<file path="src/design/imusgb_pkg.sv">
`timescale 1ns / 1ps
// ----------------------------------------------------------------------------
// IMU scale and gyro bias removal - shared definitions
// Widths, register indexes, payload structs and state encodings.
// ----------------------------------------------------------------------------
package imusgb_pkg;

    localparam int AXES           = 3;
    localparam int AXIS_COUNT_DEF = 3;
    localparam int RAW_W          = 16;
    localparam int SCALE_W        = 32;
    localparam int CNT_W          = 16;
    localparam int OUT_W          = 48;
    localparam int SUM_W          = 64;
    localparam int CFG_IDX_W      = 2;
    localparam int CFG_DATA_W     = 32;

    localparam logic [CNT_W-1:0] CALIB_SAMPLES_RST = 16'd1024;

    localparam logic [CFG_IDX_W-1:0] CFG_ACCEL_SCALE   = 2'd0;
    localparam logic [CFG_IDX_W-1:0] CFG_GYRO_SCALE    = 2'd1;
    localparam logic [CFG_IDX_W-1:0] CFG_CALIB_SAMPLES = 2'd2;

    typedef struct packed {
        logic signed [RAW_W-1:0] raw_gyro_x;
        logic signed [RAW_W-1:0] raw_gyro_y;
        logic signed [RAW_W-1:0] raw_gyro_z;
        logic signed [RAW_W-1:0] raw_accel_x;
        logic signed [RAW_W-1:0] raw_accel_y;
        logic signed [RAW_W-1:0] raw_accel_z;
        logic                    start_calibration;
    } in_t;

    typedef struct packed {
        logic signed [OUT_W-1:0] accel_x;
        logic signed [OUT_W-1:0] accel_y;
        logic signed [OUT_W-1:0] accel_z;
        logic signed [OUT_W-1:0] gyro_x;
        logic signed [OUT_W-1:0] gyro_y;
        logic signed [OUT_W-1:0] gyro_z;
        logic                    calibrated;
        logic                    calibrating;
    } out_t;

    // Scaled sample waiting between front and back
    typedef struct packed {
        logic [AXES-1:0][OUT_W-1:0] gyro_prod;
        logic [AXES-1:0][OUT_W-1:0] accel_prod;
        logic                       start;
    } q_entry_t;

    typedef struct packed {
        logic             start;
        logic [CNT_W-1:0] divisor;
    } div_req_t;

    typedef struct packed {
        logic busy;
        logic done;
    } div_rsp_t;

    typedef enum logic [1:0] {
        PH_IDLE    = 2'd0,
        PH_DISCARD = 2'd1,
        PH_ACCUM   = 2'd2
    } phase_t;

    typedef enum logic {
        BK_RUN = 1'b0,
        BK_DIV = 1'b1
    } bk_state_t;

endpackage

</file>
<file path="src/design/imusgb_queue.sv">
`timescale 1ns / 1ps
// ----------------------------------------------------------------------------
// IMU front-to-back queue
// Two-entry FIFO of scaled samples between the front and the back.
// ----------------------------------------------------------------------------
module imusgb_queue
    import imusgb_pkg::*;
(
    input  logic     clk,
    input  logic     rst_n,
    input  logic     push_valid,
    output logic     push_ready,
    input  q_entry_t push_data,
    output logic     pop_valid,
    input  logic     pop,
    output q_entry_t pop_data
);

    q_entry_t   entries_reg [2];
    logic       wr_ptr_reg;
    logic       rd_ptr_reg;
    logic [1:0] count_reg;
    logic       do_push;
    logic       do_pop;

    assign push_ready = (count_reg != 2'd2);
    assign pop_valid  = (count_reg != 2'd0);
    assign pop_data   = entries_reg[rd_ptr_reg];
    assign do_push    = push_valid && push_ready;
    assign do_pop     = pop && pop_valid;

    always_ff @(posedge clk or negedge rst_n)
    begin
        if (!rst_n)
        begin
            wr_ptr_reg <= 1'b0;
            rd_ptr_reg <= 1'b0;
            count_reg  <= 2'd0;
        end
        else
        begin
            if (do_push)
            begin
                wr_ptr_reg <= !wr_ptr_reg;
            end
            if (do_pop)
            begin
                rd_ptr_reg <= !rd_ptr_reg;
            end
            if (do_push && !do_pop)
            begin
                count_reg <= count_reg + 2'd1;
            end
            else if (do_pop && !do_push)
            begin
                count_reg <= count_reg - 2'd1;
            end
        end
    end

    always_ff @(posedge clk)
    begin
        if (do_push)
        begin
            entries_reg[wr_ptr_reg] <= push_data;
        end
    end

endmodule

</file>
<file path="config.mk">
export PLATFORM = sky130hd
export DESIGN_NAME = imusgb_queue
export DESIGN_NICKNAME = d
export VERILOG_FILES = /design/src/design/imusgb_pkg.sv /design/src/design/imusgb_queue.sv
export SDC_FILE = /design/constraint.sdc
export NUM_CORES = 1
export LEC_CHECK = 0
export BUFFER_PORTS_ARGS = -buffer_cell sky130_fd_sc_hd__buf_2
export CAP_MARGIN = 25
export CORE_MARGIN = 2
export CORE_UTILIZATION = 30
export CTS_CLUSTER_SIZE = 8
export DETAILED_ROUTE_END_ITERATION = 8
export SYNTH_ARGS = -nofsm -noshare
export SYNTH_HDL_FRONTEND = slang
export SYNTH_SLANG_ARGS = --single-unit
</file>
<file path="constraint.sdc">
create_clock -name clk -period 35.5 [get_ports clk]
set_clock_uncertainty 0.1 [all_clocks]
set_input_delay 7.1 -clock clk [delete_from_list [all_inputs] [get_ports clk]]
set_output_delay 7.1 -clock clk [all_outputs]
set_load 0.03 [all_outputs]
</file>
Yosys cells after proc, flatten, opt, wreduce, memory -nomap -nowiden
Memory sizes are Yosys's and may differ from the RTL's.
Index checks and enable logic that the tools add are counted.
W data, S select, Z words.
{"block": "word_totals", "n_memories": 1, "register_bits": 4, "in_bits": 293, "output_inout_bits": 291, "ramBits": 578}
{"block": "classes", "addsub": 2, "eq_ne": 1, "muxes": 4, "reduce_logical": 10}
{"memory": "entries_reg", "words": 2, "width": 289, "rd": 1, "rd_ports_with_merged_regs": 0, "write_ports": 1, "line": "imusgb_queue.sv:19", "rtl": "q_entry_t entries_reg [2];"}
{"op": "$logic_and A1 B1 Y1", "n": 4}
{"op": "$logic_not A1 Y1", "n": 4}
{"op": "$mux W2", "n": 2}
{"op": "$reduce_bool A2 Y1", "n": 2}
{"op": "$add A2 B1 Y2 const B", "n": 1}
{"op": "$mux W1", "n": 2}
{"op": "$ne A2 B2 Y1 const B", "n": 1}
{"op": "$sub A2 B1 Y2 const B", "n": 1}

Depth between registers and ports, before layout
{"block": "depth", "depth_word": 6, "depth_mapped": 7, "mapped_depth_nobuf": 7}

Worst setup path after synthesis
OpenSTA, ideal clock, no wires.
{"block": "synth_path", "path_type": "input to register", "startpoint": "input push_valid", "endpoint": "memory entries_reg[0][0] (netlist name) (enable)", "setup_slack_ns": 15.289, "arrival_ns": 19.165, "n_path_buf": 0, "path_stages": 2, "setup_ns": 0.946, "required_ns": 34.454, "path_cell_list": "nand2_1 > nor2_1"}
{"block": "synth_via", "elab_chain_len": 3}
{"item": "start, declared", "line": "imusgb_queue.sv:11", "rtl": "input logic push_valid,"}
{"item": "$logic_and A1 B1 Y1", "line": "imusgb_queue.sv:29", "rtl": "assign do_push = push_valid && push_ready;"}
{"item": "$mux W1", "line": "imusgb_queue.sv:63", "rtl": "if (do_push)"}
{"item": "$mux W1 (not written as such)", "line": "imusgb_queue.sv:65", "rtl": "entries_reg[wr_ptr_reg] <= push_data;"}
{"item": "end, declared", "line": "imusgb_queue.sv:19"}
Every way passes these cells.

==> reports/results.ini <==
[sta]
relSlewSlack_pct=30.3
finalSetupViolations=0
worstMarginPinSlew_ns=1.05
drv_slew=0
finalCritPeriodShare_pct=31.2
report.final.hold_viol_count=0
tns_ns=0
rsz0062_at_grt=false
max_freq_ghz=0.0903
fin_crit_ns=11.07

[clocking]
cts_buffers=82
cts_root_buffer=clkbuf_16
cts_resized=0
cts-hold-fix-buffers=0
htree_levels=3
clk_latency_ns=0.60
clk_path_buf_depth=3
cts_tree=done
path_clk_slew_ns=0.05
cts_sinks=582
postCtsSetupBuffers=0

[route]
dr_total_vias=10900
wl_um=47700
firstDrtPassIters=4
route.detailed.drc=0
drtIter0Drc=658
wl_per_cell_um=18.8
drtAntennaViolNets=0
vias_per_cell=4.32

[grt]
track_usage_pct=12.5
grt_pass1_vias=11900
grt_pass1_wl_um=70000
antenna_found_initial=15
grt_start_max_net_pins=152
grt-ovfl-total=0

[floorplanning]
coreArea_um2=70400
die_w_um=271
die_area_um2=73500
dieHeight_um=271
initial_core_util_pct=30.4
io_pins=584
placementRows=97

[yosys]
synth_seq_cells=582
syn_area_um2=21400
yosys_warnings=0
ys_seq_area_share_pct=81.5
syn_nets=1211
syn_inst=917
synth_cell_types=16
netlist.top_cell.by_area=edfxtp_1
ys_top_cells_by_area=edfxtp_1 (81%), mux2_2 (9.9%), mux2_4 (7.0%), buf_6 (0.58%), buf_2 (0.47%)
avgSynthCellArea_um2=23.3
post-synth-top-area-fraction_pct=81.1

[finish]
largest_reg_flops=578
register_area_um2=17500
syn_to_final_growth_pct=29.0
fillers=6424
final_common_cell=buf_2
drive_gt1_share_pct=61.9
finalNonFillerCells=2530
multi_input_area_um2=3730
final_cell_mix=buf_2 (583), edfxtp_1 (578), mux2_2 (189)
final_nets=1857

[pwr]
clockPowerShare_pct=26.6
p_comb_share_pct=34.8
p_leak_nw=10.5
power.share.sequential_pct=38.6
intPower_mw=1.67
peakVddDrop_mv=0.0520
swShare_pct=35.0
cellPowerDensity_nw_per_um2=92.9
power_mw=2.56
p_switching_uw=898

[critical_path]
critPathTopFamily=buffers and inverters
cp_data_arrival_time_ns=3.87
crit_fanout=58
critical_path.most_common_cell=buf_4
reg2reg_slack_ns=31.94
cp-end-kind=output port
startpoint_type=register
cpPeakStageDelay_ns=0.90
path_buf_inv=3
critPathSlowestCell=buf_4
cp_cell_sequence=buf_4 > buf_4 > mux2_2 > buf_2
crit_required_ns=28.30
crit_type=register to output port

[run]
cap_violations=0

[placed_design]
place_hpwl_um=32600
io_buffer_count=583
place_congestion=0.794
dp_cells=2419

[status]
outcome=finished clean

[hold_path]
hold_class=register to register

==> layout make-up <==
| cell class | count | area share, % |
|---|---|---|
| multi-input combinational | 302 | 13.5 |
| sequential | 582 | 63.2 |
| timing repair buffer | 594 | 10.9 |
| clock buffer | 92 | 7.56 |
| antenna | 12 | 0.109 |
| tap | 940 | 4.26 |
| inverter | 1 | 0.0136 |
| clock inverter | 7 | 0.421 |
==> stage by stage <==
stage | cell area [um^2] | hold slack, ns | setup WS [ns] | util (%)
2_1_floorplan | 21400 | 0.356 | 15.29 | -
3_3_place_gp | 25400 | 0.378 | 25.07 | 36.1
3_5_place_dp | 25400 | 0.381 | 25.04 | 36.1
4_1_cts | 27600 | 0.397 | 24.35 | 39.2
5_1_grt | 27600 | 0.412 | 24.17 | 39.2
6_report | 27600 | 0.401 | 24.43 | 39.2
==> Yosys cell counts <==
cell type	count
mux2_4	100
xor2_1	2
xnor2_1	3
nand2_1	2
inv_1	1
and3_1	1
edfxtp_1	578
nand2b_1	1
ha_1	1
or2_2	1
dfrtp_1	4
mux2_2	189
nor2_1	2
buf_6	11
buf_2	20
buf_4	1
==> final timing paths <==
kind,start,endpoint,depth (start not counted)
setup / recovery,rd_ptr_reg$_DFFE_PN0P_,pop_data[165],4
hold / removal,count_reg[1]$_DFFE_PN0P_,count_reg[1]$_DFFE_PN0P_,1
setup reg to reg,count_reg[0]$_DFFE_PN0P_,entries_reg[0][220]$_DFFE_PP_,5
hold reg to reg,count_reg[1]$_DFFE_PN0P_,count_reg[1]$_DFFE_PN0P_,1
max in group asynchronous,rst_n,rd_ptr_reg$_DFFE_PN0P_,1
min in group asynchronous,rst_n,count_reg[0]$_DFFE_PN0P_,1
==> power by group through the flow <==
stage / Sequential [mW] / Combinational (mW) / Clock (mW)
global placement: 0.998 / 0.898 / 0
finish: 0.989 / 0.893 / 0.682
detailed placement: 1.00 / 0.904 / 0
CTS: 0.992 / 0.907 / 0.706
floorplan: 1.05 / 0.682 / 0
global route: 1.00 / 0.941 / 0.733
==> logic make-up after synthesis <==
group	count (synthesis)	share of synthesized area, %
flip-flops	582	81.5
multiplexers	289	17.0
buffers and inverters	33	1.10
AND/OR/NAND/NOR	7	0.158
XOR/XNOR	5	0.205
adder cells (fa/ha/maj)	1	0.0584
==> routing by layer <==
layer | global-route usage [%] | wire length (um) | vias up
li1 | - | - | 4966
met1 | 13.0 | 17100 | 5388
met2 | 22.2 | 24800 | 444
met3 | 4.84 | 3890 | 114
met4 | 6.06 | 1830 | 6
met5 | 0 | 50 | -
Power figures use the tool's default switching activity.
