### config.mk
export PLATFORM = sky130hd
export DESIGN_NAME = imusgb_div
export DESIGN_NICKNAME = d
export VERILOG_FILES = /design/src/design/imusgb_pkg.sv /design/src/design/imusgb_div.sv
export SDC_FILE = /design/constraint.sdc
export NUM_CORES = 1
export LEC_CHECK = 0
export BUFFER_PORTS_ARGS = -buffer_cell sky130_fd_sc_hd__clkbuf_2
export CELL_PAD_IN_SITES_DETAIL_PLACEMENT = 1
export CELL_PAD_IN_SITES_GLOBAL_PLACEMENT = 2
export CORE_MARGIN = 2
export CORE_UTILIZATION = 36
export CTS_BUF_LIST = sky130_fd_sc_hd__clkbuf_4
export DETAILED_ROUTE_END_ITERATION = 8
export PLACE_DENSITY = 0.82
export SYNTH_ARGS = -nofsm -noshare
export SYNTH_HDL_FRONTEND = slang
export SYNTH_SLANG_ARGS = --single-unit
### constraint.sdc
create_clock -name clk -period 6.09 [get_ports clk]
set_input_delay 1.218 -clock clk [delete_from_list [all_inputs] [get_ports clk]]
set_output_delay 1.218 -clock clk [all_outputs]
set_load 0.03 [all_outputs]
### src/design/imusgb_pkg.sv
`timescale 1ns / 1ps
// ----------------------------------------------------------------------------
// IMU scale and gyro bias removal - shared definitions
// Widths, register indexes, payload structs and state encodings.
// ----------------------------------------------------------------------------
package imusgb_pkg;

    localparam int AXES           = 3;
    localparam int AXIS_COUNT_DEF = 3;
    localparam int RAW_W          = 16;
    localparam int SCALE_W        = 32;
    localparam int CNT_W          = 16;
    localparam int OUT_W          = 48;
    localparam int SUM_W          = 64;
    localparam int CFG_IDX_W      = 2;
    localparam int CFG_DATA_W     = 32;

    localparam logic [CNT_W-1:0] CALIB_SAMPLES_RST = 16'd1024;

    localparam logic [CFG_IDX_W-1:0] CFG_ACCEL_SCALE   = 2'd0;
    localparam logic [CFG_IDX_W-1:0] CFG_GYRO_SCALE    = 2'd1;
    localparam logic [CFG_IDX_W-1:0] CFG_CALIB_SAMPLES = 2'd2;

    typedef struct packed {
        logic signed [RAW_W-1:0] raw_gyro_x;
        logic signed [RAW_W-1:0] raw_gyro_y;
        logic signed [RAW_W-1:0] raw_gyro_z;
        logic signed [RAW_W-1:0] raw_accel_x;
        logic signed [RAW_W-1:0] raw_accel_y;
        logic signed [RAW_W-1:0] raw_accel_z;
        logic                    start_calibration;
    } in_t;

    typedef struct packed {
        logic signed [OUT_W-1:0] accel_x;
        logic signed [OUT_W-1:0] accel_y;
        logic signed [OUT_W-1:0] accel_z;
        logic signed [OUT_W-1:0] gyro_x;
        logic signed [OUT_W-1:0] gyro_y;
        logic signed [OUT_W-1:0] gyro_z;
        logic                    calibrated;
        logic                    calibrating;
    } out_t;

    // Scaled sample waiting between front and back
    typedef struct packed {
        logic [AXES-1:0][OUT_W-1:0] gyro_prod;
        logic [AXES-1:0][OUT_W-1:0] accel_prod;
        logic                       start;
    } q_entry_t;

    typedef struct packed {
        logic             start;
        logic [CNT_W-1:0] divisor;
    } div_req_t;

    typedef struct packed {
        logic busy;
        logic done;
    } div_rsp_t;

    typedef enum logic [1:0] {
        PH_IDLE    = 2'd0,
        PH_DISCARD = 2'd1,
        PH_ACCUM   = 2'd2
    } phase_t;

    typedef enum logic {
        BK_RUN = 1'b0,
        BK_DIV = 1'b1
    } bk_state_t;

endpackage

### src/design/imusgb_div.sv
`timescale 1ns / 1ps
// ----------------------------------------------------------------------------
// IMU bias divider
// Restoring divider, one quotient bit per cycle, one lane per axis.
// ----------------------------------------------------------------------------
module imusgb_div
    import imusgb_pkg::*;
#(
    parameter int LANES = AXIS_COUNT_DEF
)
(
    input  logic                         clk,
    input  logic                         rst_n,
    input  div_req_t                     req,
    input  logic [LANES-1:0][SUM_W-1:0]  dividend,
    output div_rsp_t                     rsp,
    output logic [LANES-1:0][OUT_W-1:0]  quotient
);

    localparam int STEP_W = $clog2(SUM_W + 1);
    localparam logic [STEP_W-1:0] STEPS = STEP_W'(SUM_W);

    logic              busy_reg;
    logic              done_reg;
    logic [STEP_W-1:0] step_reg;
    logic [CNT_W-1:0]  divisor_reg;

    function automatic logic [OUT_W-1:0] sat_quot(input logic [SUM_W-1:0] q);
        logic [SUM_W-OUT_W:0] top;
        top = q[SUM_W-1:OUT_W-1];
        if ((&top) || !(|top))
        begin
            return q[OUT_W-1:0];
        end
        return q[SUM_W-1] ? {1'b1, {(OUT_W-1){1'b0}}} : {1'b0, {(OUT_W-1){1'b1}}};
    endfunction

    for (genvar l = 0; l < LANES; l++) begin : g_lane
        logic [SUM_W-1:0] mag_reg;
        logic [CNT_W-1:0] rem_reg;
        logic             neg_reg;
        logic [CNT_W:0]   trial;
        logic             fits;

        assign trial = {rem_reg, mag_reg[SUM_W-1]};
        assign fits  = (trial >= {1'b0, divisor_reg});
        assign quotient[l] = sat_quot(neg_reg ? (~mag_reg + 1'b1) : mag_reg);

        always_ff @(posedge clk)
        begin
            if (req.start)
            begin
                neg_reg <= dividend[l][SUM_W-1];
                mag_reg <= dividend[l][SUM_W-1] ? (~dividend[l] + 1'b1) : dividend[l];
                rem_reg <= '0;
            end
            else if (busy_reg)
            begin
                // shift in the next dividend bit, keep the quotient bit
                rem_reg <= fits ? CNT_W'(trial - {1'b0, divisor_reg}) : trial[CNT_W-1:0];
                mag_reg <= {mag_reg[SUM_W-2:0], fits};
            end
        end
    end

    assign rsp.busy = busy_reg;
    assign rsp.done = done_reg;

    always_ff @(posedge clk or negedge rst_n)
    begin
        if (!rst_n)
        begin
            busy_reg <= 1'b0;
            done_reg <= 1'b0;
            step_reg <= '0;
        end
        else
        begin
            done_reg <= 1'b0;
            if (req.start)
            begin
                busy_reg <= 1'b1;
                step_reg <= STEPS;
            end
            else if (busy_reg)
            begin
                step_reg <= step_reg - 1'b1;
                if (step_reg == STEP_W'(1))
                begin
                    busy_reg <= 1'b0;
                    done_reg <= 1'b1;
                end
            end
        end
    end

    always_ff @(posedge clk)
    begin
        if (req.start)
        begin
            divisor_reg <= req.divisor;
        end
    end

endmodule

-- Yosys cells after proc, flatten, opt, wreduce, memory -nomap -nowiden
Index checks and enable logic that the tools add are counted.
W data, S select, Z words.
- latch bits: 0
- logic and storage cells: 81
- ROM bits: 0
- bits in registers: 268
- memories kept: 0
- RAM bits: 0
- output and inout port bits: 146
- input port bits: 211
- bitwise logic cells: 6
- div/mod/pow operators: 0
- multiplexer cells: 35
- add/sub/neg operators: 10
- equal/unequal tests: 1
- shifts and indexed selects: 0
- reductions and logical operators: 13
- $lt $le $gt $ge: 3
- $mul: 0
- operators by type and width (operator ; number):
    $mux W64 ; 12
    $mux W48 ; 9
    $add A64 B1 Y64 const B ; 6
    $not A64 Y64 ; 6
    $ge A17 B16 Y1 ; 3
    $reduce_and A17 Y1 ; 3
    $reduce_or A17 Y1 ; 3
    $mux W16 ; 3
    $sub A16 B16 Y16 ; 3
    $mux W7 ; 2
    $mux W1 ; 9
    $eq A7 B1 Y1 const B ; 1
    $sub A7 B1 Y7 const B ; 1
    $logic_not A1 Y1 ; 3
    $logic_or A1 B1 Y1 ; 3
    $reduce_bool A2 Y1 ; 1

-- Longest topological paths before layout
- word-level depth: 8
- depth in mapped cells: 13
- gate-level depth less buffers: 12

-- Least setup slack after synthesis
Ideal clock, no wire load.
- path kind: input to register
- start: input port req[16] (netlist name)
- end: register g_lane[0].mag_reg[0], enable pin
- path slack: 0.165 ns
- path buffers: 1
- data required time: 5.546 ns
- arrival: 5.381 ns
- library setup time: 0.544 ns
- cell stages on the path: 3
- cells stage by stage: clkbuf_1 > nor2_1 > inv_1
- longest elaborated chain between the ends: 1
- ends and longest elaborated chain (item ; RTL line ; RTL):
    start: declaration ; imusgb_div.sv:14 ; input div_req_t req,
    $reduce_bool A2 Y1 (no source line) ; - ;
    end signal: assignment ; imusgb_div.sv:54 ; mag_reg <= dividend[l][SUM_W-1] ? (~dividend[l] + 1'b1) : dividend[l];
    end signal: assignment ; imusgb_div.sv:61 ; mag_reg <= {mag_reg[SUM_W-2:0], fits};
    end: declaration ; imusgb_div.sv:39 ; logic [SUM_W-1:0] mag_reg;
No other way between the ends.
A chain may end at the register's enable or synchronous reset.

==> key figures <==
Worst setup path
  • Critical path origin: g_lane[1].mag_reg[41]$_DFFE_PP_
  • Reg2reg setup slack: 1800 ps
  • Most frequent CP cell: or4_4
  • Critical setup path kind: reg2out
  • Slowest cell on the critical path: or4_4
  • CP cell instances: or4_4 > or4_4 > or4_4 > or3_4 > o31ai_4 > xor2_1 > buf_4 > a211oi_4 > a41oi_4 > buf_6 > buf_12 > buf_16 > o21ai_4 > buf_8
  • Worst setup EP type: output port
  • Worst R2R Path Depth: 11
  • Crit-path max FO: 6
  • Worst reg2reg endpoint: g_lane[0].rem_reg[14]$_SDFFE_PP0P_
  • End point of the critical path: quotient[82]
  • Crit start category: flop
  • Slowest stage delay, CP: 570 ps
  • RR Startpoint: divisor_reg[1]$_DFFE_PP_
  • CP required: 4870 ps
  • CP arrival: 5000 ps

STA
  • Max-slew violations: 0
  • RSZ-0062 raised after global routing: yes
  • Fin. Hold Viols: 0
  • Final Setup Violations: 50
  • Relative slew slack: 10.1%
  • Final Critical Period: 6220 ps
  • Hold slack: 283 ps
  • Tcrit/Tclk final: 102%
  • Final WS setup: -125 ps
  • Tightest Pin Transition: 1350 ps
  • Clk_skew: 47.8 ps
  • Setup TNS: -1920 ps
  • Max Fclk: 161 MHz

Power
  • P_int: 4.87 mW
  • P_sw: 3.53 mW
  • Power density cells: 291 nW/um^2
  • Combinational share of power: 44.9%
  • Clock network power share: 22.7%
  • Switching share of power: 42.1%
  • Total leakage power: 10.9 nW
  • Worst VDD drop: 0.000163 V
  • Register share of total power: 32.3%

Global routing
  • GRT overflow: 0
  • Antenna violations before repair: 3
  • Vias in the first global route: 22800
  • Largest net degree at the start of global routing: 177
  • First-pass GRT wire length: 125 mm
  • GRT Total Usage: 24.0%

Placement
  • GPL Wtd Cong: 0.856
  • Post-DP Area: 25200 um^2
  • Placed Cells: 3750
  • PortBufs: 356
  • Hpwl dp: 57.6 mm

Clock network
  • CTS max path bufs: 3
  • CTS tree: done
  • Reg clk slew, reported paths: 70 ps
  • CTS Hold Buffers Added: 0
  • CTS sink count: 268
  • H-tree depth: 3
  • Clock Latency Late Sink: 820 ps
  • Root Driver: clkbuf_4
  • Num CTS Buffers: 84

Logic synthesis
  • Yosys cell types: 80
  • Syn Area/Cell: 8.46 um^2
  • FF+latch count, synth: 268
  • Ys Warns: 0
  • Syn_nets: 2950
  • FFs w/ async S/R, synth: 3.36%
  • Post-synthesis cell count: 2680
  • Post-Syn Area: 22700 um^2
  • Seq/Total Area, Yosys: 33.2%
  • Post-synth EDFFs: 211
  • Synth Flop Type: edfxtp_1

Outcome
  • Status: finished, violations left
  • Failing checks: setup timing

Hold path
  • Hold Path Class: in2async

Floorplanning
  • Die Wd: 255 um
  • Ports: 357
  • DIE AREA: 65000 um^2
  • Initial Util: 36.6%
  • Rows: 91
  • Core ar.: 61900 um^2
  • Die Ht: 255 um

Detailed routing
  • Final wirelength: 84.9 mm
  • Post-route ant nets: 0
  • Vias per cell: 5.79
  • Residual DRC: 0
  • First-pass DRT Iterations: 5
  • WL/cell: 21.5 um
  • Initial drt markers: 1310
  • Via count: 22900

Cells and area
  • Finished Cell Area: 28900 um^2
  • Fillers: 7391
  • Max FFs per register: 192
  • Net count, final: 3319
  • Non-Filler Instances: 3956
  • Layout cell share with drive strength beyond 1: 24.7%
  • P&R area growth vs syn: 27.3%

Job
  • MaxCap Viol Count: 0
[metal layers]
layer	up-vias	global-route usage, %	part of all wire (%)	wire length, um
met3	169	3.58	5.1	4340
met1	11300	32.0	43	36900
met4	0	8.05	3.2	2690
met2	675	39.9	48	41000
li1	10800	-	-	-
met5	-	0	0	0
[cell usage after synthesis (all sizes together), types with 16 or more instances]
library cell,instances,share of area [%]
a211oi,36,1.2
a21oi,207,4.6
buf,23,0.73
clkbuf,133,2.2
dfxtp,48,4.2
edfxtp,211,28
ha,56,3.1
inv,63,1.0
mux2,16,0.79
mux2i,31,1.4
nand2,168,2.8
nand2b,16,0.44
nand3,40,0.88
nand4,27,0.75
nor2,302,5.0
nor2b,22,0.61
nor3,56,1.3
nor4,45,1.3
o21ai,279,6.7
o31ai,123,4.1
o41ai,67,2.6
or2,23,0.63
or3,74,2.1
or4,66,2.3
xnor2,51,2.0
xor2,336,13
[worst min-delay path by stage]
stage / startpoint / end / slack (ps) / depth (start not counted)
CTS: rst_n / step_reg[3]$_DFFE_PN0P_ / 180 / 1
detailed placement: g_lane[0].rem_reg[15]$_SDFFE_PP0P_ / g_lane[0].rem_reg[15]$_SDFFE_PP0P_ / 480 / 2
global placement: g_lane[0].rem_reg[15]$_SDFFE_PP0P_ / g_lane[0].rem_reg[15]$_SDFFE_PP0P_ / 470 / 2
finish: rst_n / step_reg[6]$_DFFE_PN0P_ / 280 / 1
global route: rst_n / done_reg$_DFF_PN0_ / 190 / 1
floorplan: g_lane[1].rem_reg[12]$_SDFFE_PP0P_ / g_lane[1].rem_reg[12]$_SDFFE_PP0P_ / 450 / 2
[placed cells by master (no fill, tap or decap), types with 16 or more instances in the layout]
cell type    n
clkbuf_8    21
mux2i_1     31
o41ai_1     59
nand3_1     36
o21ai_2     40
nor2_1     302
buf_4       46
clkinv_1    21
edfxtp_1   211
o31ai_1    117
a211oi_1    35
o21ai_4     55
or3_1       68
dfxtp_1     48
or4_1       57
xor2_1     333
nand2_1    167
nand2b_1    16
buf_6       51
nand4_1     27
nor2b_1     22
buf_8       34
inv_1       62
clkbuf_2   261
ha_1        56
nor3_1      54
or2_2       22
clkbuf_4   124
nor4_1      37
xnor2_1     50
o21ai_0    176
a21oi_1    207
[worst max-delay path, delay by kind of cell, from the launching register on]
family / cells / cell delay (ps)
buf+inv: 5 / 810
simple gates: 4 / 2010
flops: 1 / 400
compound gates: 4 / 840
xor+xnor: 1 / 120
[metrics by stage]
| stage | total power [mW] | utilization [%] | setup WS (ps) |
|---|---|---|---|
| 2_1_floorplan | 4.70 | - | 165 |
| 3_3_place_gp | 5.53 | 40.7 | 469 |
| 3_5_place_dp | 5.62 | 40.7 | 110 |
| 4_1_cts | 8.01 | 44.6 | -194 |
| 5_1_grt | 8.87 | 46.6 | -286 |
| 6_report | 8.40 | 46.6 | -125 |
[cells by family after synthesis]
kind of cell | share of synthesized area [%]
buffers and inverters | 4.00
muxes | 2.16
and+or+nand+nor | 19.6
AOI/OAI and AO/OA | 22.8
xor gates and xnor gates | 15.0
adders and majority gates | 3.36
DFF | 33.2
[final cells by class]
cell class | count | area [um^2] | area share [%]
flip-flops and latches | 268 | 7520 | 26.1
clock buffers | 123 | 923 | 3.20
inverters | 64 | 248 | 0.859
repair buffers | 436 | 3570 | 12.4
multi-input cells | 2195 | 15400 | 53.3
diodes | 4 | 10.0 | 0.0347
well taps | 837 | 1050 | 3.63
clock inverters | 29 | 168 | 0.581
[power by group through the flow]
stage          Sequential [mW]  Combinational [mW]  Clock, mW
2_1_floorplan             2.59                2.12          0
3_3_place_gp              2.71                2.82          0
3_5_place_dp              2.74                2.89          0
4_1_cts                   2.70                3.33       1.98
5_1_grt                   2.76                4.05       2.06
6_report                  2.72                3.77       1.91
[what timing repair did]
action / CTS / global route
gates resized for setup: 267 / 286
gates cloned: 11 / 12
setup buffers: 24 / 11
pin swaps: 51 / 47
setup endpoints to repair: 101 / 141
Power figures use the tool's default switching activity.
