[src/design/imusgb_pkg.sv]
`timescale 1ns / 1ps
// ----------------------------------------------------------------------------
// IMU scale and gyro bias removal - shared definitions
// Widths, register indexes, payload structs and state encodings.
// ----------------------------------------------------------------------------
package imusgb_pkg;

    localparam int AXES           = 3;
    localparam int AXIS_COUNT_DEF = 3;
    localparam int RAW_W          = 16;
    localparam int SCALE_W        = 32;
    localparam int CNT_W          = 16;
    localparam int OUT_W          = 48;
    localparam int SUM_W          = 64;
    localparam int CFG_IDX_W      = 2;
    localparam int CFG_DATA_W     = 32;

    localparam logic [CNT_W-1:0] CALIB_SAMPLES_RST = 16'd1024;

    localparam logic [CFG_IDX_W-1:0] CFG_ACCEL_SCALE   = 2'd0;
    localparam logic [CFG_IDX_W-1:0] CFG_GYRO_SCALE    = 2'd1;
    localparam logic [CFG_IDX_W-1:0] CFG_CALIB_SAMPLES = 2'd2;

    typedef struct packed {
        logic signed [RAW_W-1:0] raw_gyro_x;
        logic signed [RAW_W-1:0] raw_gyro_y;
        logic signed [RAW_W-1:0] raw_gyro_z;
        logic signed [RAW_W-1:0] raw_accel_x;
        logic signed [RAW_W-1:0] raw_accel_y;
        logic signed [RAW_W-1:0] raw_accel_z;
        logic                    start_calibration;
    } in_t;

    typedef struct packed {
        logic signed [OUT_W-1:0] accel_x;
        logic signed [OUT_W-1:0] accel_y;
        logic signed [OUT_W-1:0] accel_z;
        logic signed [OUT_W-1:0] gyro_x;
        logic signed [OUT_W-1:0] gyro_y;
        logic signed [OUT_W-1:0] gyro_z;
        logic                    calibrated;
        logic                    calibrating;
    } out_t;

    // Scaled sample waiting between front and back
    typedef struct packed {
        logic [AXES-1:0][OUT_W-1:0] gyro_prod;
        logic [AXES-1:0][OUT_W-1:0] accel_prod;
        logic                       start;
    } q_entry_t;

    typedef struct packed {
        logic             start;
        logic [CNT_W-1:0] divisor;
    } div_req_t;

    typedef struct packed {
        logic busy;
        logic done;
    } div_rsp_t;

    typedef enum logic [1:0] {
        PH_IDLE    = 2'd0,
        PH_DISCARD = 2'd1,
        PH_ACCUM   = 2'd2
    } phase_t;

    typedef enum logic {
        BK_RUN = 1'b0,
        BK_DIV = 1'b1
    } bk_state_t;

endpackage

[src/design/imusgb_back.sv]
`timescale 1ns / 1ps
// ----------------------------------------------------------------------------
// IMU back end
// Removes gyro bias, runs the calibration phases and holds the result.
// ----------------------------------------------------------------------------
module imusgb_back
    import imusgb_pkg::*;
#(
    parameter int AXIS_COUNT = AXIS_COUNT_DEF
)
(
    input  logic                             clk,
    input  logic                             rst_n,
    input  logic [CNT_W-1:0]                 calib_samples,
    input  logic                             q_valid,
    output logic                             q_pop,
    input  q_entry_t                         q_data,
    output logic                             result_valid,
    input  logic                             result_ready,
    output out_t                             result,
    output div_req_t                         div_req,
    output logic [AXIS_COUNT-1:0][SUM_W-1:0] div_dividend,
    input  div_rsp_t                         div_rsp,
    input  logic [AXIS_COUNT-1:0][OUT_W-1:0] div_quot
);

    bk_state_t        state_reg;
    bk_state_t        state_next;
    phase_t           phase_reg;
    phase_t           phase_next;
    logic [CNT_W-1:0] cnt_reg;
    logic [CNT_W-1:0] cnt_next;
    logic             calib_reg;
    logic             calib_next;
    logic             res_valid_reg;
    logic             res_valid_next;
    out_t             result_reg;
    out_t             result_next;
    logic             consumed;
    logic             accum;
    logic             finish;

    logic [SUM_W-1:0] sum_reg  [AXIS_COUNT];
    logic [SUM_W-1:0] sum_next [AXIS_COUNT];
    logic [OUT_W-1:0] bias_reg [AXIS_COUNT];
    logic [OUT_W-1:0] gyro_out [AXES];

    function automatic logic [OUT_W-1:0] sat_diff(input logic [OUT_W:0] d);
        if (d[OUT_W] == d[OUT_W-1])
        begin
            return d[OUT_W-1:0];
        end
        return d[OUT_W] ? {1'b1, {(OUT_W-1){1'b0}}} : {1'b0, {(OUT_W-1){1'b1}}};
    endfunction

    for (genvar g = 0; g < AXES; g++) begin : g_lane
        if (g < AXIS_COUNT) begin : g_on
            logic [OUT_W-1:0] gp;
            logic [OUT_W-1:0] bias_eff;
            assign gp       = q_data.gyro_prod[g];
            assign bias_eff = q_data.start ? '0 : bias_reg[g];
            assign gyro_out[g] = sat_diff({gp[OUT_W-1], gp} - {bias_eff[OUT_W-1], bias_eff});
            assign sum_next[g] = (q_data.start ? '0 : sum_reg[g])
                               + (accum ? {{(SUM_W-OUT_W){gp[OUT_W-1]}}, gp} : '0);
            assign div_dividend[g] = sum_next[g];
        end
        else begin : g_off
            assign gyro_out[g] = '0;
        end
    end

    always_comb
    begin
        logic [CNT_W-1:0] n;
        logic [CNT_W-1:0] half;
        logic [CNT_W-1:0] cnt_eff;
        logic [CNT_W-1:0] cnt_inc;
        phase_t           ph_eff;

        n       = (calib_samples == '0) ? CNT_W'(1) : calib_samples;
        half    = n >> 1;
        ph_eff  = q_data.start ? PH_DISCARD : phase_reg;
        cnt_eff = q_data.start ? '0 : cnt_reg;
        cnt_inc = '0;

        state_next     = state_reg;
        phase_next     = phase_reg;
        cnt_next       = cnt_reg;
        calib_next     = calib_reg;
        res_valid_next = res_valid_reg;
        result_next    = result_reg;
        consumed       = 1'b0;
        accum          = 1'b0;
        finish         = 1'b0;
        q_pop          = 1'b0;
        div_req.start   = 1'b0;
        div_req.divisor = n;

        if (result_valid && result_ready)
        begin
            res_valid_next = 1'b0;
        end

        unique case (state_reg)
            BK_RUN:
            begin
                q_pop = q_valid && (!res_valid_reg || result_ready);
            end
            BK_DIV:
            begin
                if (div_rsp.done)
                begin
                    state_next = BK_RUN;
                end
            end
            default:
            begin
                state_next = BK_RUN;
            end
        endcase

        // phase walk for the sample at the head of the queue
        phase_next = ph_eff;
        cnt_next = cnt_eff;
        if (ph_eff == PH_DISCARD)
        begin
            if (cnt_eff < half)
            begin
                cnt_next = cnt_eff + 1'b1;
                consumed = 1'b1;
            end
            else
            begin
                phase_next = PH_ACCUM;
                cnt_next   = '0;
            end
        end
        if (!consumed && phase_next == PH_ACCUM)
        begin
            consumed = 1'b1;
            accum    = 1'b1;
            cnt_inc  = cnt_next + 1'b1;
            if (cnt_inc >= n)
            begin
                finish     = 1'b1;
                phase_next = PH_IDLE;
                cnt_next   = '0;
            end
            else
            begin
                cnt_next = cnt_inc;
            end
        end

        if (q_pop)
        begin
            if (finish)
            begin
                calib_next    = 1'b1;
                div_req.start = 1'b1;
                state_next    = BK_DIV;
            end
            res_valid_next          = 1'b1;
            result_next.accel_x     = q_data.accel_prod[0];
            result_next.accel_y     = q_data.accel_prod[1];
            result_next.accel_z     = q_data.accel_prod[2];
            result_next.gyro_x      = gyro_out[0];
            result_next.gyro_y      = gyro_out[1];
            result_next.gyro_z      = gyro_out[2];
            result_next.calibrated  = calib_next;
            result_next.calibrating = consumed;
        end
        else
        begin
            phase_next = phase_reg;
            cnt_next   = cnt_reg;
        end
    end

    assign result_valid = res_valid_reg;
    assign result       = result_reg;

    always_ff @(posedge clk or negedge rst_n)
    begin
        if (!rst_n)
        begin
            state_reg     <= BK_RUN;
            phase_reg     <= PH_IDLE;
            cnt_reg       <= '0;
            calib_reg     <= 1'b0;
            res_valid_reg <= 1'b0;
            for (int a = 0; a < AXIS_COUNT; a++)
            begin
                sum_reg[a]  <= '0;
                bias_reg[a] <= '0;
            end
        end
        else
        begin
            state_reg     <= state_next;
            phase_reg     <= phase_next;
            cnt_reg       <= cnt_next;
            calib_reg     <= calib_next;
            res_valid_reg <= res_valid_next;
            for (int a = 0; a < AXIS_COUNT; a++)
            begin
                if (q_pop)
                begin
                    sum_reg[a] <= sum_next[a];
                    if (q_data.start)
                    begin
                        bias_reg[a] <= '0;
                    end
                end
                else if (state_reg == BK_DIV && div_rsp.done)
                begin
                    bias_reg[a] <= div_quot[a];
                end
            end
        end
    end

    always_ff @(posedge clk)
    begin
        result_reg <= result_next;
    end

`ifndef SYNTHESIS
    a_no_pop_while_dividing: assert property (@(posedge clk) disable iff (!rst_n)
        state_reg == BK_DIV |-> !q_pop)
        else $error("sample taken while bias divide in progress");

    a_finish_enters_divide: assert property (@(posedge clk) disable iff (!rst_n)
        div_req.start |=> state_reg == BK_DIV && div_rsp.busy)
        else $error("calibration end did not start the divider");

    a_done_only_in_divide: assert property (@(posedge clk) disable iff (!rst_n)
        div_rsp.done |-> state_reg == BK_DIV)
        else $error("divider finished outside the divide state");

    a_start_clears_bias: assert property (@(posedge clk) disable iff (!rst_n)
        q_pop && q_data.start |=> bias_reg[0] == '0)
        else $error("start flag left a stale bias");
`endif

endmodule

[config.mk]
export PLATFORM = sky130hd
export DESIGN_NAME = imusgb_back
export DESIGN_NICKNAME = d
export VERILOG_FILES = /design/src/design/imusgb_pkg.sv /design/src/design/imusgb_back.sv
export SDC_FILE = /design/constraint.sdc
export NUM_CORES = 2
export LEC_CHECK = 0
export BUFFER_PORTS_ARGS = -buffer_cell sky130_fd_sc_hd__buf_2
export CAP_MARGIN = 20
export CORE_AREA = 5 5 366 368
export DETAILED_ROUTE_END_ITERATION = 6
export DIE_AREA = 0 0 371 373
export HOLD_SLACK_MARGIN = 0.06
export SKIP_CTS_REPAIR_TIMING = 1
export SYNTH_ARGS = -nofsm -noshare
export SYNTH_HDL_FRONTEND = slang
export SYNTH_SLANG_ARGS = --single-unit
[constraint.sdc]
create_clock -name clk -period 11.39 [get_ports clk]
set_clock_uncertainty 0.05 [all_clocks]
set_input_delay 1.7085 -clock clk [delete_from_list [all_inputs] [get_ports clk]]
set_output_delay 1.7085 -clock clk [all_outputs]
set_load 0.01 [all_outputs]
* After elaboration in Yosys (flattened, before gate mapping) *
Index checks and enable logic that the tools add are counted.

storage, ports and cells
  register bits after elaboration = 647
  input bits = 455
  output and inout bits = 501

operators by class
  muxes and demuxes = 53
  add/subtract/negate cells = 8
  reductions and logical operators = 10
  equal/unequal tests = 5
  $lt $le $gt $ge = 2

operator list
  operator                                                                number
  48-bit two-way mux                                                      18
  64-bit two-way mux                                                      6
  64-bit adder                                                            3
  48-bit by 48-bit subtractor with 49-bit output                          3
  16-bit two-way mux                                                      6
  16-bit by 1-bit adder with 16-bit output (second input constant)        2
  1-bit two-way mux                                                       18
  16-bit >= comparator                                                    1
  16-bit zero test                                                        1
  16-bit by 15-bit < comparator with 1-bit output                         1
  2-bit two-way mux                                                       5
  1-bit logical AND                                                       4
  2-bit nonzero test                                                      2
  1-bit equality test                                                     3
  2-bit by 1-bit equality test with 1-bit output (second input constant)  1
  2-bit equality test (second input constant)                             1
  1-bit zero test                                                         2
  1-bit logical OR                                                        1

* Depth between registers and ports, before layout *
  word-level depth = 11
  depth in mapped cells = 31
  gate-level depth less buffers = 26

* Worst setup path before layout *
No wires, ideal clock.

  path type = input-to-output
  start point = input port result_ready
  end point = output port q_pop
  arrival = 10.417 ns
  data required time = 9.632 ns
  path buffers = 2
  slack = -0.785 ns
  stages on the path = 5
  cell sequence = nand2b_1 > nand3_1 > inv_2 > clkbuf_1 > clkbuf_1

on the way
  word-level cells in the longest chain between the ends = 3

RTL lines
  what                RTL line            RTL
  start: declaration  imusgb_back.sv:19   input logic result_ready,
  1-bit logical OR    imusgb_back.sv:107  q_pop = q_valid && (!res_valid_reg || result_ready);
  1-bit logical AND   imusgb_back.sv:107
  1-bit two-way mux   imusgb_back.sv:104  unique case (state_reg)
  end: declaration    imusgb_back.sv:16   output logic q_pop,

No other way between the ends.

==> flow_metrics.py <==
metrics = {
    "run_status": {
        "status": "finished, final reports clean",
    },
    "synthesis": {
        "synth_top_family_by_area": "compound AO/OA/AOI/OAI gates",
        "async_flop_share": 0.552,
        "yosys.area.top_type_share": 0.193,
        "muxShareOfSynthArea": 0.0124,
        "synth_cell_types": 85,
        "synth_flop_cell": "dfrtp_1",
        "syn_avg_cell_area_um2": 8.94,
        "syn_area_um2": 46200,
        "synth_simple_gate_area_frac": 0.198,
        "synth_compound_area_frac": 0.209,
        "synth_edf_count": 290,
        "synthCells": 5163,
        "synth_xor_area_frac": 0.0620,
        "synth_warnings": 0,
        "ys_seq_area_frac": 0.382,
        "ys_ff_latch": 647,
        "yosys-top-cells-area": "dfrtp_1, edfxtp_1, ha_1, nand2_1, a21oi_1",
        "syn-num-nets": 5989,
        "synth_top_cell_by_area": "dfrtp_1",
        "synthAdderAreaFrac": 0.106,
    },
    "floorplanning": {
        "die_x_um": 371,
        "dieArea_um2": 138000,
        "fp.dieH_um": 373,
        "coreArea_um2": 130000,
        "placementRows": 133,
        "start_util": 0.354,
        "ios": 956,
    },
    "critical_path": {
        "crit_arrival_ps": 8390,
        "path_depth": 25,
        "r2r-start": "cnt_reg[9]$_DFFE_PN0P_",
        "cp_slowest_cell": "nor4_1",
        "critPathBufInv": 3,
        "rr_worst_depth": 26,
        "slowest_delay_ps": 620,
        "crit_fanout": 35,
        "r2r-end": "sum_reg[112]$_DFFE_PN0P_",
        "required_ps": 9630,
        "crit_start": "q_data[0]",
        "worst_setup_path_end_kind": "output pin",
        "startpoint_type": "input pin",
        "cp_top_family": "compound AO/OA/AOI/OAI gates",
        "crit_end": "div_dividend[191]",
        "reg2reg_slack_ps": 4420,
        "path_class": "in2out",
    },
    "pwr": {
        "combPwrFrac": 0.177,
        "p_sw_mw": 1.98,
        "power.leakage_nw": 26.7,
        "total_power_mw": 6.60,
        "intPower_mw": 4.63,
        "powerDensity_nw_per_um2": 119,
        "vdd_drop_max_mv": 0.172,
        "share_seq_of_total_power": 0.402,
        "switching_share": 0.300,
        "power_frac_clock": 0.421,
    },
    "sta": {
        "clock.fmax_mhz": 98.5,
        "worst_slew_pin_slew_ps": 1080,
        "tns_ps": 0,
        "finalMaxSlewViolations": 0,
        "min_period_ps": 10150,
        "maxSlewHeadroom": 0.280,
        "fin_crit_sh": 0.891,
        "timing.final.ws_setup_ps": 1240,
        "finalSetupViolCount": 0,
        "hold_viol_final": 0,
        "rsz0062_at_grt": "no",
    },
    "finish": {
        "area_growth_syn_to_layout_pct": 20.2,
        "finish.net_count": 6813,
        "layout-drive-gt1-share": 0.206,
        "fin_util": 0.426,
        "fin_cells": 7825,
        "largest_reg_flops": 290,
    },
    "placement": {
        "pre_cts_ws_ps": 1140,
        "dp_hpwl_um": 138000,
        "gp_congestion": 0.954,
        "port_buffers": 954,
        "dp.cells": 7656,
    },
    "clock_tree": {
        "clk_latency_ps": 710,
        "cts_buffers": 84,
        "clkTransAtPathRegs_ps": 60,
        "cts_buffer_depth": 3,
        "cts_tree": "done",
        "h-tree-depth": 3,
        "clockRootBuffer": "clkbuf_16",
        "clock_sinks": 647,
    },
    "min_path": {
        "min_path_type": "reg2reg",
        "whs_path_depth": 2,
    },
    "global_route": {
        "grt_antenna_before_repair": 23,
        "grt_max_degree": 129,
        "grt_pass1_wl_um": 262000,
        "gr-usage-all-layers": 0.245,
        "gr-total-overflow": 0,
        "grt_pass1_vias": 41491,
    },
    "detailed_routing": {
        "via_count": 42613,
        "ant_nets": 0,
        "wire_per_inst_um": 22.6,
        "drc": 0,
        "drt-initial-drc-count": 3578,
        "drtPass1Iterations": 5,
        "vias_per_cell": 5.45,
        "wl_um": 177000,
    },
    "run": {
        "drv_cap": 0,
    },
}
## metal layers
layer | routed length, µm | track usage
met1 | 73100 | 0.308
met2 | 83200 | 0.408
met3 | 12800 | 0.0541
met4 | 7850 | 0.0968
met5 | 69 | 0
## how the worst min path moves through the flow
| stage | start | to | slack, ps |
|---|---|---|---|
| final | sum_reg[186]$_DFFE_PN0P_ | sum_reg[186]$_DFFE_PN0P_ | 410 |
| after detailed placement | calib_reg$_DFFE_PN0P_ | calib_reg$_DFFE_PN0P_ | 400 |
| after floorplan | calib_reg$_DFFE_PN0P_ | calib_reg$_DFFE_PN0P_ | 380 |
| after global routing | sum_reg[171]$_DFFE_PN0P_ | sum_reg[171]$_DFFE_PN0P_ | 430 |
| after CTS | sum_reg[186]$_DFFE_PN0P_ | sum_reg[186]$_DFFE_PN0P_ | 410 |
| after global placement | calib_reg$_DFFE_PN0P_ | calib_reg$_DFFE_PN0P_ | 400 |
## power groups by stage
stage / Sequential (mW) / Combinational [mW] / Clock (mW)
final: 2.66 / 1.17 / 2.78
after CTS: 2.66 / 1.17 / 2.85
after global routing: 2.67 / 1.27 / 2.94
after global placement: 2.70 / 1.16 / 0
after detailed placement: 2.70 / 1.17 / 0
after floorplan: 2.74 / 0.620 / 0
## tightest hold or removal path: cells and delay by family (launching register included)
kind / cells / cell delay (ps)
flip-flops: 1 / 330
AND/OR/NAND/NOR: 2 / 100
## synth_stat cells, drive strengths merged (136+ instances only)
cell,instances
xnor2,189
nor2,238
edfxtp,290
nand2,867
a21oi,410
clkbuf,220
a21o,214
dfrtp,357
nor2b,258
o21ai,264
ha,365
and2,168
xor2,136
a22o,147
## through the flow
step | hold WS (ps) | cell area, µm²
floorplan | 380 | 46200
global placement | 397 | 52600
detailed placement | 396 | 52600
CTS | 413 | 55500
global route | 429 | 55500
finish | 407 | 55500
## cell type report
class	count	area (µm²)
multi-input cells	4149	27200
clock inverters	58	648
fillers	13048	74900
well taps	1755	2200
inverters	102	395
clock buffers	100	2220
repair buffers	1003	5190
flip-flops and latches	647	17600
diodes	11	27.5
## cells in the final DEF, fill, tap and decap left out, types with 147 or more instances in the layout
cell type	instances
a22o_1	147
a21oi_1	408
edfxtp_1	290
xnor2_1	189
o21ai_0	257
dfrtp_1	357
nor2b_1	258
buf_2	952
and2_1	162
nor2_1	234
a21o_1	214
nand2_1	866
ha_1	365
## cells by family (layout without fill, tap and decap cells)
logic type,after synthesis,after routing
xor gates and xnor gates,325,325
muxes,52,52
and+or+nand+nor,1921,1921
AOI/OAI and AO/OA,1458,1458
buffers and inverters,367,1263
other,0,11
DFF,647,647
adders and majority gates,393,393
No activity file was read; power rests on OpenSTA's default activity.
